===== config.mk =====
export PLATFORM = sky130hd
export DESIGN_NAME = anagram_multiset_matcher_unit
export DESIGN_NICKNAME = d
export VERILOG_FILES = /design/src/rtl/amm_pkg.sv /design/src/rtl/amm_ram.sv /design/src/rtl/amm_hist.sv /design/src/rtl/anagram_multiset_matcher_unit.sv
export SDC_FILE = /design/constraint.sdc
export NUM_CORES = 2
export LEC_CHECK = 0
export ABC_CLOCK_PERIOD_IN_PS = 31600
export BUFFER_PORTS_ARGS = -buffer_cell sky130_fd_sc_hd__buf_4
export CORE_MARGIN = 8
export CORE_UTILIZATION = 52
export CTS_BUF_LIST = sky130_fd_sc_hd__clkbuf_4 sky130_fd_sc_hd__clkbuf_8
export CTS_CLUSTER_DIAMETER = 200
export CTS_CLUSTER_SIZE = 12
export DETAILED_ROUTE_END_ITERATION = 7
export HOLD_SLACK_MARGIN = 0.08
export PLACE_DENSITY = 0.76
export SYNTH_ARGS = -nofsm -noshare
export SYNTH_HDL_FRONTEND = slang
export SYNTH_SLANG_ARGS = --single-unit

===== constraint.sdc =====
create_clock -name clock -period 31.6 [get_ports clock]
set_clock_uncertainty 0.05 [all_clocks]
set_input_delay 1.58 -clock clock [delete_from_list [all_inputs] [get_ports clock]]
set_output_delay 1.58 -clock clock [all_outputs]
set_load 0.1 [all_outputs]

===== src/rtl/amm_pkg.sv =====
// shared types and constants for the anagram multiset matcher
// no dependencies
package amm_pkg;

   // symbol alphabet
   localparam int SYM_W     = 8;
   localparam int SYM_COUNT = 256;

   // width of the reported candidate length
   localparam int LEN_OUT_W = 8;

   // word tag of an input symbol
   typedef enum logic {
      MODE_PATTERN   = 1'b0,
      MODE_CANDIDATE = 1'b1
   } mode_type;

   // comparison kind held in the control register
   typedef enum logic {
      KIND_EXACT  = 1'b0,
      KIND_SUBSET = 1'b1
   } kind_type;

   // control of one histogram: lookup issue, clear and update
   typedef struct packed {
      logic             rd_en;
      logic [SYM_W-1:0] rd_addr;
      logic             clear;
      logic             wr_en;
      logic [SYM_W-1:0] sym;
   } hist_ctl_type;

endpackage


===== src/rtl/amm_ram.sv =====
// generic single-write, single-read ram with registered read data
// no dependencies
module amm_ram #(
   parameter int WIDTH = 8,
   parameter int DEPTH = 256
) (
   input  logic                     clock,
   input  logic                     wr_en,
   input  logic [$clog2(DEPTH)-1:0] wr_addr,
   input  logic [WIDTH-1:0]         wr_data,
   input  logic                     rd_en,
   input  logic [$clog2(DEPTH)-1:0] rd_addr,
   output logic [WIDTH-1:0]         rd_data
);

   logic [WIDTH-1:0] mem_ff [DEPTH];
   logic [WIDTH-1:0] rd_data_ff;

   // write port
   always_ff @(posedge clock) begin
      if (wr_en) begin
         mem_ff[wr_addr] <= wr_data;
      end
   end

   // read port, old data on a same-address write
   always_ff @(posedge clock) begin
      if (rd_en) begin
         rd_data_ff <= mem_ff[rd_addr];
      end
   end

   assign rd_data = rd_data_ff;

endmodule


===== src/rtl/amm_hist.sv =====
// one symbol histogram: count ram, per-entry valid bits, write forwarding
// depends on amm_pkg and amm_ram
module amm_hist #(
   parameter int CNT_W = 8
) (
   input  logic                 clock,
   input  logic                 reset,
   input  amm_pkg::hist_ctl_type ctl,
   input  logic [CNT_W-1:0]     wr_data,
   output logic [CNT_W-1:0]     count
);

   import amm_pkg::*;

   logic [SYM_COUNT-1:0] valid_ff;
   logic [SYM_COUNT-1:0] valid_in;
   logic                 fwd_hit_ff;
   logic                 fwd_hit_in;
   logic [CNT_W-1:0]     fwd_data_ff;
   logic [CNT_W-1:0]     rd_data;

   amm_ram #(
      .WIDTH (CNT_W),
      .DEPTH (SYM_COUNT)
   ) u_ram (
      .clock   (clock),
      .wr_en   (ctl.wr_en),
      .wr_addr (ctl.sym),
      .wr_data (wr_data),
      .rd_en   (ctl.rd_en),
      .rd_addr (ctl.rd_addr),
      .rd_data (rd_data)
   );

   // valid bits: clear drops all, a write marks its entry
   always_comb begin
      valid_in = ctl.clear ? '0 : valid_ff;
      if (ctl.wr_en) begin
         valid_in[ctl.sym] = 1'b1;
      end
   end

   // a write landing in the cycle of a read is forwarded to that read
   assign fwd_hit_in = ctl.wr_en && (ctl.sym == ctl.rd_addr);

   always_ff @(posedge clock) begin
      if (reset) begin
         valid_ff   <= '0;
         fwd_hit_ff <= 1'b0;
      end else begin
         valid_ff <= valid_in;
         if (ctl.rd_en) begin
            fwd_hit_ff <= fwd_hit_in;
         end
      end
   end

   always_ff @(posedge clock) begin
      if (ctl.rd_en) begin
         fwd_data_ff <= wr_data;
      end
   end

   // count of the symbol now in the compute stage
   assign count = valid_ff[ctl.sym] ? (fwd_hit_ff ? fwd_data_ff : rd_data) : '0;

endmodule


===== src/rtl/anagram_multiset_matcher_unit.sv =====
// top level of the anagram multiset matcher
// depends on amm_pkg and amm_hist (which holds amm_ram)
//
//   channel   dir   handshake               word
//   req_      in    req_valid / req_stall   mode, symbol, last
//   rsp_      out   rsp_valid / rsp_stall   is_match, too_long, candidate_length
//   csr_      in    csr_valid / csr_ready   match_kind
//
// one symbol per cycle unless stalled; a last candidate symbol's result word reaches
// rsp_ via the compute stage input and result registers. histogram read-modify-write:
// ram read at accept, update and write back in the compute stage, with write forwarding
// between neighbors. reset clears the histograms at once through per-entry valid bits,
// no sweep. req_stall rises only when a result waits in the output register under
// rsp_stall and the compute stage holds another last candidate symbol.
module anagram_multiset_matcher_unit #(
   parameter int MAX_WORD_LEN = 255
) (
   input  logic                          clock,
   input  logic                          reset,
   input  logic                          req_valid,
   output logic                          req_stall,
   input  logic                          req_mode,
   input  logic [amm_pkg::SYM_W-1:0]     req_symbol,
   input  logic                          req_last,
   output logic                          rsp_valid,
   input  logic                          rsp_stall,
   output logic                          rsp_is_match,
   output logic                          rsp_too_long,
   output logic [amm_pkg::LEN_OUT_W-1:0] rsp_candidate_length,
   input  logic                          csr_valid,
   output logic                          csr_ready,
   input  logic                          csr_match_kind
);

   import amm_pkg::*;

   localparam int CNT_W = $clog2(MAX_WORD_LEN + 1);
   localparam logic [CNT_W-1:0] MAX_LEN = CNT_W'(MAX_WORD_LEN);
   localparam logic [CNT_W-1:0] CNT_ONE = CNT_W'(1);

   // compute stage input register
   logic             s1_valid_ff;
   mode_type         s1_mode_ff;
   logic [SYM_W-1:0] s1_sym_ff;
   logic             s1_last_ff;

   // matcher state
   kind_type         kind_ff;
   logic [CNT_W-1:0] plen_ff, plen_in;
   logic [CNT_W-1:0] clen_ff, clen_in;
   logic [CNT_W-1:0] def_ff, def_in;
   logic             pat_done_ff, pat_done_in;
   logic             povf_ff, povf_in;
   logic             lovf_ff, lovf_in;
   logic             in_cand_ff, in_cand_in;

   // result register
   logic                 rsp_valid_ff;
   logic                 rsp_match_ff, rsp_match_in;
   logic                 rsp_long_ff, rsp_long_in;
   logic [LEN_OUT_W-1:0] rsp_len_ff;

   // histogram interface
   hist_ctl_type     ref_ctl, cand_ctl;
   logic [CNT_W-1:0] ref_wdata, cand_wdata;
   logic [CNT_W-1:0] ref_cnt, cand_cnt;

   // working values of the compute stage
   logic             start;
   logic [CNT_W-1:0] plen_eff, clen_eff, def_eff, ref_eff, cand_eff;
   logic             povf_eff, lovf_eff;

   // handshake
   logic s1_result, out_free, s1_go, req_take;

   assign s1_result = s1_valid_ff && (s1_mode_ff == MODE_CANDIDATE) && s1_last_ff;
   assign out_free  = !rsp_valid_ff || !rsp_stall;
   assign s1_go     = s1_valid_ff && (!s1_result || out_free);
   assign req_stall = s1_valid_ff && !s1_go;
   assign req_take  = req_valid && !req_stall;
   assign csr_ready = 1'b1;

   amm_hist #(.CNT_W(CNT_W)) u_ref_hist (
      .clock   (clock),
      .reset   (reset),
      .ctl     (ref_ctl),
      .wr_data (ref_wdata),
      .count   (ref_cnt)
   );

   amm_hist #(.CNT_W(CNT_W)) u_cand_hist (
      .clock   (clock),
      .reset   (reset),
      .ctl     (cand_ctl),
      .wr_data (cand_wdata),
      .count   (cand_cnt)
   );

   // compute stage: one histogram update and the verdict
   always_comb begin
      plen_in      = plen_ff;
      clen_in      = clen_ff;
      def_in       = def_ff;
      pat_done_in  = pat_done_ff;
      povf_in      = povf_ff;
      lovf_in      = lovf_ff;
      in_cand_in   = in_cand_ff;
      ref_ctl      = '{rd_en: req_take, rd_addr: req_symbol, clear: 1'b0, wr_en: 1'b0,
                       sym: s1_sym_ff};
      cand_ctl     = '{rd_en: req_take, rd_addr: req_symbol, clear: 1'b0, wr_en: 1'b0,
                       sym: s1_sym_ff};
      ref_wdata    = '0;
      cand_wdata   = '0;
      rsp_match_in = 1'b0;
      rsp_long_in  = 1'b0;
      start        = 1'b0;
      plen_eff     = plen_ff;
      clen_eff     = clen_ff;
      def_eff      = def_ff;
      ref_eff      = ref_cnt;
      cand_eff     = cand_cnt;
      povf_eff     = povf_ff;
      lovf_eff     = lovf_ff;
      if (s1_go) begin
         unique case (s1_mode_ff)
            MODE_PATTERN: begin
               // a pattern symbol after a finished pattern starts a new one
               in_cand_in    = 1'b0;
               start         = pat_done_ff;
               plen_eff      = start ? '0 : plen_ff;
               povf_eff      = start ? 1'b0 : povf_ff;
               ref_eff       = start ? '0 : ref_cnt;
               ref_ctl.clear = start;
               povf_in       = povf_eff;
               plen_in       = plen_eff;
               if (plen_eff >= MAX_LEN) begin
                  povf_in = 1'b1;
               end else begin
                  ref_ctl.wr_en = 1'b1;
                  ref_wdata     = ref_eff + CNT_ONE;
                  plen_in       = plen_eff + CNT_ONE;
               end
               pat_done_in = s1_last_ff;
            end
            MODE_CANDIDATE: begin
               // first symbol of a candidate restarts its histogram and deficit
               pat_done_in    = 1'b1;
               start          = !in_cand_ff;
               clen_eff       = start ? '0 : clen_ff;
               def_eff        = start ? plen_ff : def_ff;
               lovf_eff       = start ? 1'b0 : lovf_ff;
               cand_eff       = start ? '0 : cand_cnt;
               cand_ctl.clear = start;
               clen_in        = clen_eff;
               def_in         = def_eff;
               lovf_in        = lovf_eff;
               if (clen_eff >= MAX_LEN) begin
                  lovf_in = 1'b1;
               end else begin
                  if ((cand_eff < ref_cnt) && (def_eff != '0)) begin
                     def_in = def_eff - CNT_ONE;
                  end
                  cand_ctl.wr_en = 1'b1;
                  cand_wdata     = cand_eff + CNT_ONE;
                  clen_in        = clen_eff + CNT_ONE;
               end
               rsp_long_in  = povf_ff || lovf_in;
               rsp_match_in = !rsp_long_in && (def_in == '0) &&
                              ((kind_ff == KIND_SUBSET) || (clen_in == plen_ff));
               in_cand_in   = !s1_last_ff;
            end
         endcase
      end
   end

   // compute stage input register
   always_ff @(posedge clock) begin
      if (reset) begin
         s1_valid_ff <= 1'b0;
      end else if (req_take) begin
         s1_valid_ff <= 1'b1;
      end else if (s1_go) begin
         s1_valid_ff <= 1'b0;
      end
   end

   always_ff @(posedge clock) begin
      if (req_take) begin
         s1_mode_ff <= mode_type'(req_mode);
         s1_sym_ff  <= req_symbol;
         s1_last_ff <= req_last;
      end
   end

   // control register and matcher state
   always_ff @(posedge clock) begin
      if (reset) begin
         kind_ff     <= KIND_EXACT;
         plen_ff     <= '0;
         clen_ff     <= '0;
         def_ff      <= '0;
         pat_done_ff <= 1'b0;
         povf_ff     <= 1'b0;
         lovf_ff     <= 1'b0;
         in_cand_ff  <= 1'b0;
      end else begin
         if (csr_valid) begin
            kind_ff <= kind_type'(csr_match_kind);
         end
         plen_ff     <= plen_in;
         clen_ff     <= clen_in;
         def_ff      <= def_in;
         pat_done_ff <= pat_done_in;
         povf_ff     <= povf_in;
         lovf_ff     <= lovf_in;
         in_cand_ff  <= in_cand_in;
      end
   end

   // result register
   always_ff @(posedge clock) begin
      if (reset) begin
         rsp_valid_ff <= 1'b0;
      end else if (s1_go && s1_result) begin
         rsp_valid_ff <= 1'b1;
      end else if (!rsp_stall) begin
         rsp_valid_ff <= 1'b0;
      end
   end

   always_ff @(posedge clock) begin
      if (s1_go && s1_result) begin
         rsp_match_ff <= rsp_match_in;
         rsp_long_ff  <= rsp_long_in;
         rsp_len_ff   <= LEN_OUT_W'(clen_in);
      end
   end

   assign rsp_valid            = rsp_valid_ff;
   assign rsp_is_match         = rsp_match_ff;
   assign rsp_too_long         = rsp_long_ff;
   assign rsp_candidate_length = rsp_len_ff;

endmodule


======== After elaboration in Yosys (flattened, before gate mapping) ========
Memory sizes are Yosys's and may differ from the RTL's. A register that Yosys moved wholly into a read port is not among the register bits.
Index checks and enable logic that the tools add are counted.
W data, S select, Z words.
operators by class
  add/sub/neg operators ................... 5
  order comparisons ....................... 5
  reduce and logical (&&, ||, !) cells .... 31
  equality and inequality tests ........... 3
  bitwise gates (word level) .............. 3
  mux-type cells .......................... 57
operators with widths
  kind                   number
  $mux W256              4
  $or A256 B256 Y256     2
  $mux W8                25
  $add A8 B1 Y8 const B  4
  $mux W1                19
  $bmux W1 S8            2
  $eq A8 B8 Y1           2
  $ge A8 B8 Y1 const B   2
  $logic_and A1 B1 Y1    12
  $lt A8 B9 Y1 const B   1
  $demux W1 S8           1
  $ge A8 B1 Y1 const B   1
  $logic_not A1 Y1       8
  $logic_not A8 Y1       1
  $lt A8 B8 Y1           1
  $mux W2                4
  $reduce_bool A8 Y1     1
  $sub A8 B1 Y8 const B  1
  $logic_or A1 B1 Y1     4
  $pmux W1 S2            2
  $reduce_and A2 Y1      2
  $reduce_bool A2 Y1     2
  $reduce_and A3 Y1      1
  $ne A2 B1 Y1 const B   1
  $not A1 Y1             1
storage, ports and cells
  word-level logic and storage cells ...... 128
  bits in writable memories ............... 4096
  memories kept ........................... 2
  register bits after elaboration ......... 581
memory list
  memory                    depth  bits a word  read ports  clocked after Yosys merged registers in  wr ports  RTL line       source
  u_cand_hist.u_ram.mem_ff  256    8            1           1                                        1         amm_ram.sv:16  logic [WIDTH-1:0] mem_ff [DEPTH];
  u_ref_hist.u_ram.mem_ff   256    8            1           1                                        1         amm_ram.sv:16

======== Longest topological paths before layout ========
  depth in word-level cells ............... 13
  mapped depth ............................ 24

======== By module ========
From an unflattened synthesis, not the netlist that was laid out.
unflattened totals
  cells, all modules ...................... 10371
  area, all modules ....................... 186367.5 um^2
by module, submodules not included
  module                         area each (um^2)  cells each  sequential area each (um^2)  times used
  amm_ram                        79636.4           3733        61739.2                      2
  amm_hist at u_ref_hist         12278.0           1368        5385.2                       1
  amm_hist at u_cand_hist        11429.7           1134        5385.2                       1
  anagram_multiset_matcher_unit  3387.0            403         1221.2                       1

======== Least setup slack after synthesis ========
Ideal clock, no wire load.
  kind .................................... reg-to-reg
  start ................................... reg s1_sym_ff[0]
  end ..................................... reg u_ref_hist.fwd_data_ff[4] (data pin)
  buffers on the path ..................... 4
  setup time .............................. 2103 ps
  arrival time ............................ 12696 ps
  path slack .............................. 16751 ps
  stages on the path, launching flop included .. 16
  data required time ...................... 29447 ps
  cell sequence ........................... edfxtp_1 > buf_6 > buf_6 > buf_6 > mux4_2 > mux4_2 > o211ai_1 > o2111ai_1 > o21ai_4 > buf_4 > or2_2 > nor2_1 > ha_1 > and3_1 > xor2_1 > nor3_1
on the way
  word-level cells in the longest chain between the ends .. 8
RTL lines
  item                           RTL line                              source
  start, declared                anagram_multiset_matcher_unit.sv:44   logic [SYM_W-1:0] s1_sym_ff;
  start signal, assigned         anagram_multiset_matcher_unit.sv:190  s1_sym_ff <= req_symbol;
  $bmux W1 S8                    amm_hist.sv:65                        assign count = valid_ff[ctl.sym] ? (fwd_hit_ff ? fwd_data_ff : rd_data) : '0;
  $mux W1 (not written as such)  amm_hist.sv:65
  $mux W8                        amm_hist.sv:65
  $mux W8                        anagram_multiset_matcher_unit.sv:132  ref_eff = start ? '0 : ref_cnt;
  $add A8 B1 Y8                  anagram_multiset_matcher_unit.sv:140  ref_wdata = ref_eff + CNT_ONE;
  $mux W8                        anagram_multiset_matcher_unit.sv:136  if (plen_eff >= MAX_LEN) begin
  $mux W8                        anagram_multiset_matcher_unit.sv:125  unique case (s1_mode_ff)
  $mux W8                        anagram_multiset_matcher_unit.sv:124  if (s1_go) begin
  net ref_wdata[4]               anagram_multiset_matcher_unit.sv:65   logic [CNT_W-1:0] ref_wdata, cand_wdata;
  end signal, assigned           amm_hist.sv:60                        fwd_data_ff <= wr_data;
  end, declared                  amm_hist.sv:19                        logic [CNT_W-1:0] fwd_data_ff;
The timed path passes the listed nets, and every way through them passes these cells. The select of a mux whose other input is x is not followed.
A chain may end at the register's enable or synchronous reset.

======== Worst setup path in the final report ========
  start ................................... reg s1_sym_ff[3]
  end ..................................... mem u_ref_hist.u_ram.mem_ff[64][5] (data pin)
on the way
  word-level cells in the longest chain between the ends .. 8
RTL lines
  item                           RTL line
  $bmux W1 S8                    amm_hist.sv:65
  $mux W1 (not written as such)  amm_hist.sv:65
  $mux W8                        amm_hist.sv:65
  $mux W8                        anagram_multiset_matcher_unit.sv:132
  $add A8 B1 Y8                  anagram_multiset_matcher_unit.sv:140
  $mux W8                        anagram_multiset_matcher_unit.sv:136
  $mux W8                        anagram_multiset_matcher_unit.sv:125
  $mux W8                        anagram_multiset_matcher_unit.sv:124
  net ref_wdata[5]               anagram_multiset_matcher_unit.sv:65
  end, declared                  amm_ram.sv:16
The timed path passes the listed nets, and every way through them passes these cells. The select of a mux whose other input is x is not followed.

==> impl_results.html <==
<table>
<tr><th>Metric</th><th>Value</th></tr>
<tr><th colspan="2">Synth</th></tr>
<tr><td>Fraction of registers with async set or reset after synthesis</td><td>0%</td></tr>
<tr><td>Share of Yosys cell area claimed by the top area cell type</td><td>68.6%</td></tr>
<tr><td>Leading post-synthesis cells by cell area</td><td>sky130_fd_sc_hd__edfxtp_1 69%, sky130_fd_sc_hd__mux4_2 18%, sky130_fd_sc_hd__dfxtp_1 6.0%</td></tr>
<tr><td>Avg Inst Size Synth</td><td>20.5 µm²</td></tr>
<tr><td>Seq/Total Area, Yosys</td><td>74.6%</td></tr>
<tr><td>Most frequent cells after synthesis</td><td>4148 x sky130_fd_sc_hd__edfxtp_1, 1484 x sky130_fd_sc_hd__mux4_2, 1091 x sky130_fd_sc_hd__nor2_1, 546 x sky130_fd_sc_hd__a21oi_1, 545 x sky130_fd_sc_hd__dfxtp_1</td></tr>
<tr><td>Count leader, synth</td><td>sky130_fd_sc_hd__edfxtp_1</td></tr>
<tr><td>Number of enable-type register cells in the synthesized netlist</td><td>4148</td></tr>
<tr><td>Post-synthesis net count</td><td>8913</td></tr>
<tr><td>Distinct cell type count of the synthesized netlist</td><td>74</td></tr>
<tr><td>Post-synth design cell area</td><td>182000 µm²</td></tr>
<tr><td>Count of yosys warnings during synthesis</td><td>0</td></tr>
<tr><td>Largest area contributor in the netlist</td><td>sky130_fd_sc_hd__edfxtp_1</td></tr>
<tr><td>Synthesized flop and latch total</td><td>4693</td></tr>
<tr><td>Instance count of the mapped netlist</td><td>8884</td></tr>
<tr><td>Most frequently used flop master after synthesis</td><td>sky130_fd_sc_hd__edfxtp_1</td></tr>
<tr><th colspan="2">STA</th></tr>
<tr><td>Fmax</td><td>129 MHz</td></tr>
<tr><td>Number of failing hold endpoints at the final stage</td><td>0</td></tr>
<tr><td>RSZ-0062 raised after global routing</td><td>false</td></tr>
<tr><td>Accumulated negative setup slack</td><td>0 ns</td></tr>
<tr><td>Worst-Margin Slew</td><td>1.42 ns</td></tr>
<tr><td>Final period utilization</td><td>24.5%</td></tr>
<tr><td>Worst slew margin relative to its limit</td><td>5.26%</td></tr>
<tr><td>Total setup violations reported at the end of the flow</td><td>0</td></tr>
<tr><td>Min cycle time layout</td><td>7.73 ns</td></tr>
<tr><td>Number of pins exceeding their max-slew limit in the final report</td><td>0</td></tr>
<tr><th colspan="2">Worst setup path</th></tr>
<tr><td>Setup crit end kind</td><td>flip-flop</td></tr>
<tr><td>Data arrival time at the worst-slack endpoint</td><td>8.34 ns</td></tr>
<tr><td>Critical Path Source Type</td><td>flip-flop</td></tr>
<tr><td>Req. time, crit path</td><td>32.21 ns</td></tr>
<tr><td>Largest fanout on the critical path</td><td>99</td></tr>
<tr><td>Worst Path Class, Setup</td><td>reg -&gt; reg</td></tr>
<tr><th colspan="2">Final layout</th></tr>
<tr><td>Layout area overhead</td><td>7.79%</td></tr>
<tr><td>Post-layout net count</td><td>9036</td></tr>
<tr><td>Count of filler cells inserted in the layout</td><td>24900</td></tr>
<tr><td>Share of the core filled with cells in the final layout</td><td>56.2%</td></tr>
<tr><td>Fraction of layout cells with a size suffix above 1</td><td>27.7%</td></tr>
<tr><th colspan="2">Global routing</th></tr>
<tr><td>Pin count of the biggest net entering global routing</td><td>258</td></tr>
<tr><td>Number of antenna violations at the first check in global routing</td><td>21</td></tr>
<tr><td>Busiest grt layer</td><td>met2</td></tr>
<tr><td>First-pass GRT wire length</td><td>644 mm</td></tr>
<tr><td>Number of global-route vias before repair</td><td>90900</td></tr>
<tr><td>Overflow after GRT</td><td>0</td></tr>
<tr><td>Met3 Resource Use GR</td><td>5.17%</td></tr>
<tr><td>Fraction of met2 tracks used by global routing</td><td>37.6%</td></tr>
<tr><td>Combined global-route utilization of all metal layers</td><td>23.9%</td></tr>
<tr><td>M1 GR Usage</td><td>32.7%</td></tr>
<tr><th colspan="2">Clocking</th></tr>
<tr><td>Setup repair bufs after CTS</td><td>0</td></tr>
<tr><td>Clk slew on worst S/H paths</td><td>0.09 ns</td></tr>
<tr><td>TritonCTS buffer count</td><td>433</td></tr>
<tr><td>Clk Latency, worst-skew pair</td><td>1.07 ns</td></tr>
<tr><td>Hold Buf Count CTS</td><td>0</td></tr>
<tr><td>TritonCTS clock tree</td><td>built</td></tr>
<tr><td>CTS-repair resized insts</td><td>0</td></tr>
<tr><td>Number of clock sinks seen by CTS</td><td>4693</td></tr>
<tr><td>Clock Path Buffers</td><td>4</td></tr>
<tr><td>Count of H-tree levels built during CTS</td><td>5</td></tr>
<tr><td>Buffer cell driving the clock tree root</td><td>sky130_fd_sc_hd__clkbuf_8</td></tr>
<tr><th colspan="2">Power and ir drop</th></tr>
<tr><td>Peak supply drop</td><td>0.0391 mV</td></tr>
<tr><td>Clock group share of total power</td><td>33.4%</td></tr>
<tr><td>Leakage component of the power</td><td>60.5 nW</td></tr>
<tr><td>Power dissipated by switching net loads</td><td>2.29 mW</td></tr>
<tr><td>Fraction of power spent switching nets</td><td>21.2%</td></tr>
<tr><td>Total power density per cell area</td><td>55.2 nW/µm²</td></tr>
<tr><td>Power share of the combinational group</td><td>4.8%</td></tr>
<tr><td>Int Power</td><td>8.53 mW</td></tr>
<tr><td>Fraction of power consumed by sequential logic</td><td>61.8%</td></tr>
<tr><th colspan="2">Floorplan</th></tr>
<tr><td>Overall die area</td><td>369000 µm²</td></tr>
<tr><td>Overall die height</td><td>607 µm</td></tr>
<tr><td>Die X</td><td>607 µm</td></tr>
<tr><td>Number of top-level pins</td><td>29</td></tr>
<tr><td>Number of placement rows</td><td>217</td></tr>
<tr><td>Area of the core</td><td>349000 µm²</td></tr>
<tr><td>Effective utilization at floorplan</td><td>52.1%</td></tr>
<tr><th colspan="2">Place</th></tr>
<tr><td>Number of buffers added on ports</td><td>27</td></tr>
<tr><td>Last weighted congestion value of the routability-driven placer</td><td>0.854</td></tr>
<tr><td>HPWL after DPL</td><td>267 mm</td></tr>
<tr><th colspan="2">Drt</th></tr>
<tr><td>Vias after detailed routing</td><td>91600</td></tr>
<tr><td>Routed wire length per instance</td><td>32.1 µm</td></tr>
<tr><td>Antenna Nets Post-Route</td><td>0</td></tr>
<tr><td>Average via count per standard cell</td><td>6.57</td></tr>
<tr><td>Violation count after the first detailed-route iteration</td><td>13700</td></tr>
<tr><td>Post-detailed-route DRC marker count</td><td>0</td></tr>
<tr><td>Number of search-and-repair iterations in the first detailed-routing pass</td><td>7</td></tr>
<tr><td>Total length of routed wires</td><td>447 mm</td></tr>
<tr><th colspan="2">Outcome</th></tr>
<tr><td>Status</td><td>completed</td></tr>
<tr><th colspan="2">Run</th></tr>
<tr><td>Max-cap viol count</td><td>0</td></tr>
<tr><th colspan="2">Min path</th></tr>
<tr><td>Hold WC Path Type</td><td>reg -&gt; reg</td></tr>
</table>
## layout by cell type (no fill, tap or decap), types with 12 or more instances in the layout
master,synthesis,layout
sky130_fd_sc_hd__xnor2_1,24,24
sky130_fd_sc_hd__dfxtp_1,545,545
sky130_fd_sc_hd__clkbuf_8,0,441
sky130_fd_sc_hd__nor3_1,27,23
sky130_fd_sc_hd__nor2_1,1091,1073
sky130_fd_sc_hd__ha_1,13,13
sky130_fd_sc_hd__edfxtp_1,4148,4148
sky130_fd_sc_hd__mux2i_1,55,55
sky130_fd_sc_hd__nand2_1,76,74
sky130_fd_sc_hd__nand4_1,16,16
sky130_fd_sc_hd__nand3_1,52,43
sky130_fd_sc_hd__inv_1,15,14
sky130_fd_sc_hd__mux4_2,1484,1484
sky130_fd_sc_hd__o21ai_0,12,12
sky130_fd_sc_hd__buf_4,8,242
sky130_fd_sc_hd__diode_2,0,19
sky130_fd_sc_hd__and2_1,14,12
sky130_fd_sc_hd__a21oi_1,546,545
sky130_fd_sc_hd__clkbuf_4,0,296
sky130_fd_sc_hd__nor2b_1,15,12
sky130_fd_sc_hd__or2_2,17,17
sky130_fd_sc_hd__xor2_1,13,13
## worst max-delay path, stage by stage (launching register included)
cell	delay, ns
sky130_fd_sc_hd__edfxtp_1	0.35
sky130_fd_sc_hd__buf_4	0.35
sky130_fd_sc_hd__buf_4	0.75
sky130_fd_sc_hd__nand2b_1	0.62
sky130_fd_sc_hd__o22ai_1	0.13
sky130_fd_sc_hd__a311oi_1	0.65
sky130_fd_sc_hd__o41ai_1	0.14
sky130_fd_sc_hd__o2111ai_1	0.45
sky130_fd_sc_hd__o21ai_4	0.23
sky130_fd_sc_hd__nor4_4	0.38
sky130_fd_sc_hd__nor3b_2	0.24
sky130_fd_sc_hd__xor2_1	0.11
sky130_fd_sc_hd__nor3_2	0.13
sky130_fd_sc_hd__buf_4	0.58
sky130_fd_sc_hd__buf_4	0.94
sky130_fd_sc_hd__buf_4	0.93
## cell families after synthesis
logic type      synth area share, %
xor+xnor                      0.178
compound gates                 1.93
fa+ha+maj                    0.0895
mux                            18.9
other cells                 0.00206
flops                          74.6
simple gates                   3.01
buf+inv                        1.36
## routing by layer
| metal | wire [µm] | up-vias |
|---|---|---|
| met5 | 184 | - |
| met4 | 21300 | 16 |
| met3 | 48700 | 1046 |
| met2 | 213000 | 5924 |
| met1 | 164000 | 48200 |
| li1 | - | 36500 |
## flip-flops by register name (all words and copies together), names as in the netlist, 8 cells and up
name / count
u_ref_hist.u_ram.rd_data: 8
clen_ff: 8
u_cand_hist.u_ram.rd_data: 8
u_ref_hist.valid_ff: 256
plen_ff: 8
rsp_candidate_length: 8
s1_sym_ff: 8
u_ref_hist.fwd_data_ff: 8
def_ff: 8
u_cand_hist.valid_ff: 256
u_ref_hist.u_ram.mem_ff: 2048
u_cand_hist.u_ram.mem_ff: 2048
u_cand_hist.fwd_data_ff: 8
## power by group through the flow
stage | Sequential [mW] | Clock, mW | Combinational, mW
finish | 6.68 | 3.61 | 0.521
global route | 6.68 | 3.87 | 0.539
CTS | 6.68 | 3.65 | 0.520
detailed placement | 6.83 | 0 | 0.519
global placement | 6.83 | 0 | 0.511
floorplan | 6.83 | 0 | 0.345
## stage by stage
stage	total power, mW	area, µm²	cells	hold slack, ns	setup WS [ns]
6_report	10.8	196000	13900	0.420	23.87
2_1_floorplan	7.17	182000	8884	0.382	16.75
3_5_place_dp	7.35	187000	13200	0.412	23.33
3_3_place_gp	7.34	187000	13200	0.392	23.42
5_1_grt	11.1	196000	13900	0.455	23.69
4_1_cts	10.9	196000	13900	0.423	24.10
## cell type report
class                   instances  area [µm²]  area share (%)
flip-flops and latches       4693      135000            69.2
multi-input cells            3601       44000            22.5
clock buffers                 737        8290            4.23
well taps                    4599        5750            2.94
repair buffers                260        2140            1.09
clock inverters                12         113          0.0575
inverters                      18        68.8          0.0351
diodes                         19        47.5          0.0243
## path summary, 6_finish.rpt
path | start | endpoint | slack (ns) | depth (start not counted)
worst min register to register | def_ff[2] | def_ff[2] | 0.42 | 2
worst max register to register | s1_sym_ff[3] | u_ref_hist.u_ram.mem_ff[64][5] | 23.87 | 15
worst max-delay path | s1_sym_ff[3] | u_ref_hist.u_ram.mem_ff[64][5] | 23.87 | 15
worst min-delay path | def_ff[2] | def_ff[2] | 0.42 | 2
Note: power is estimated with default switching activity, not from simulation.
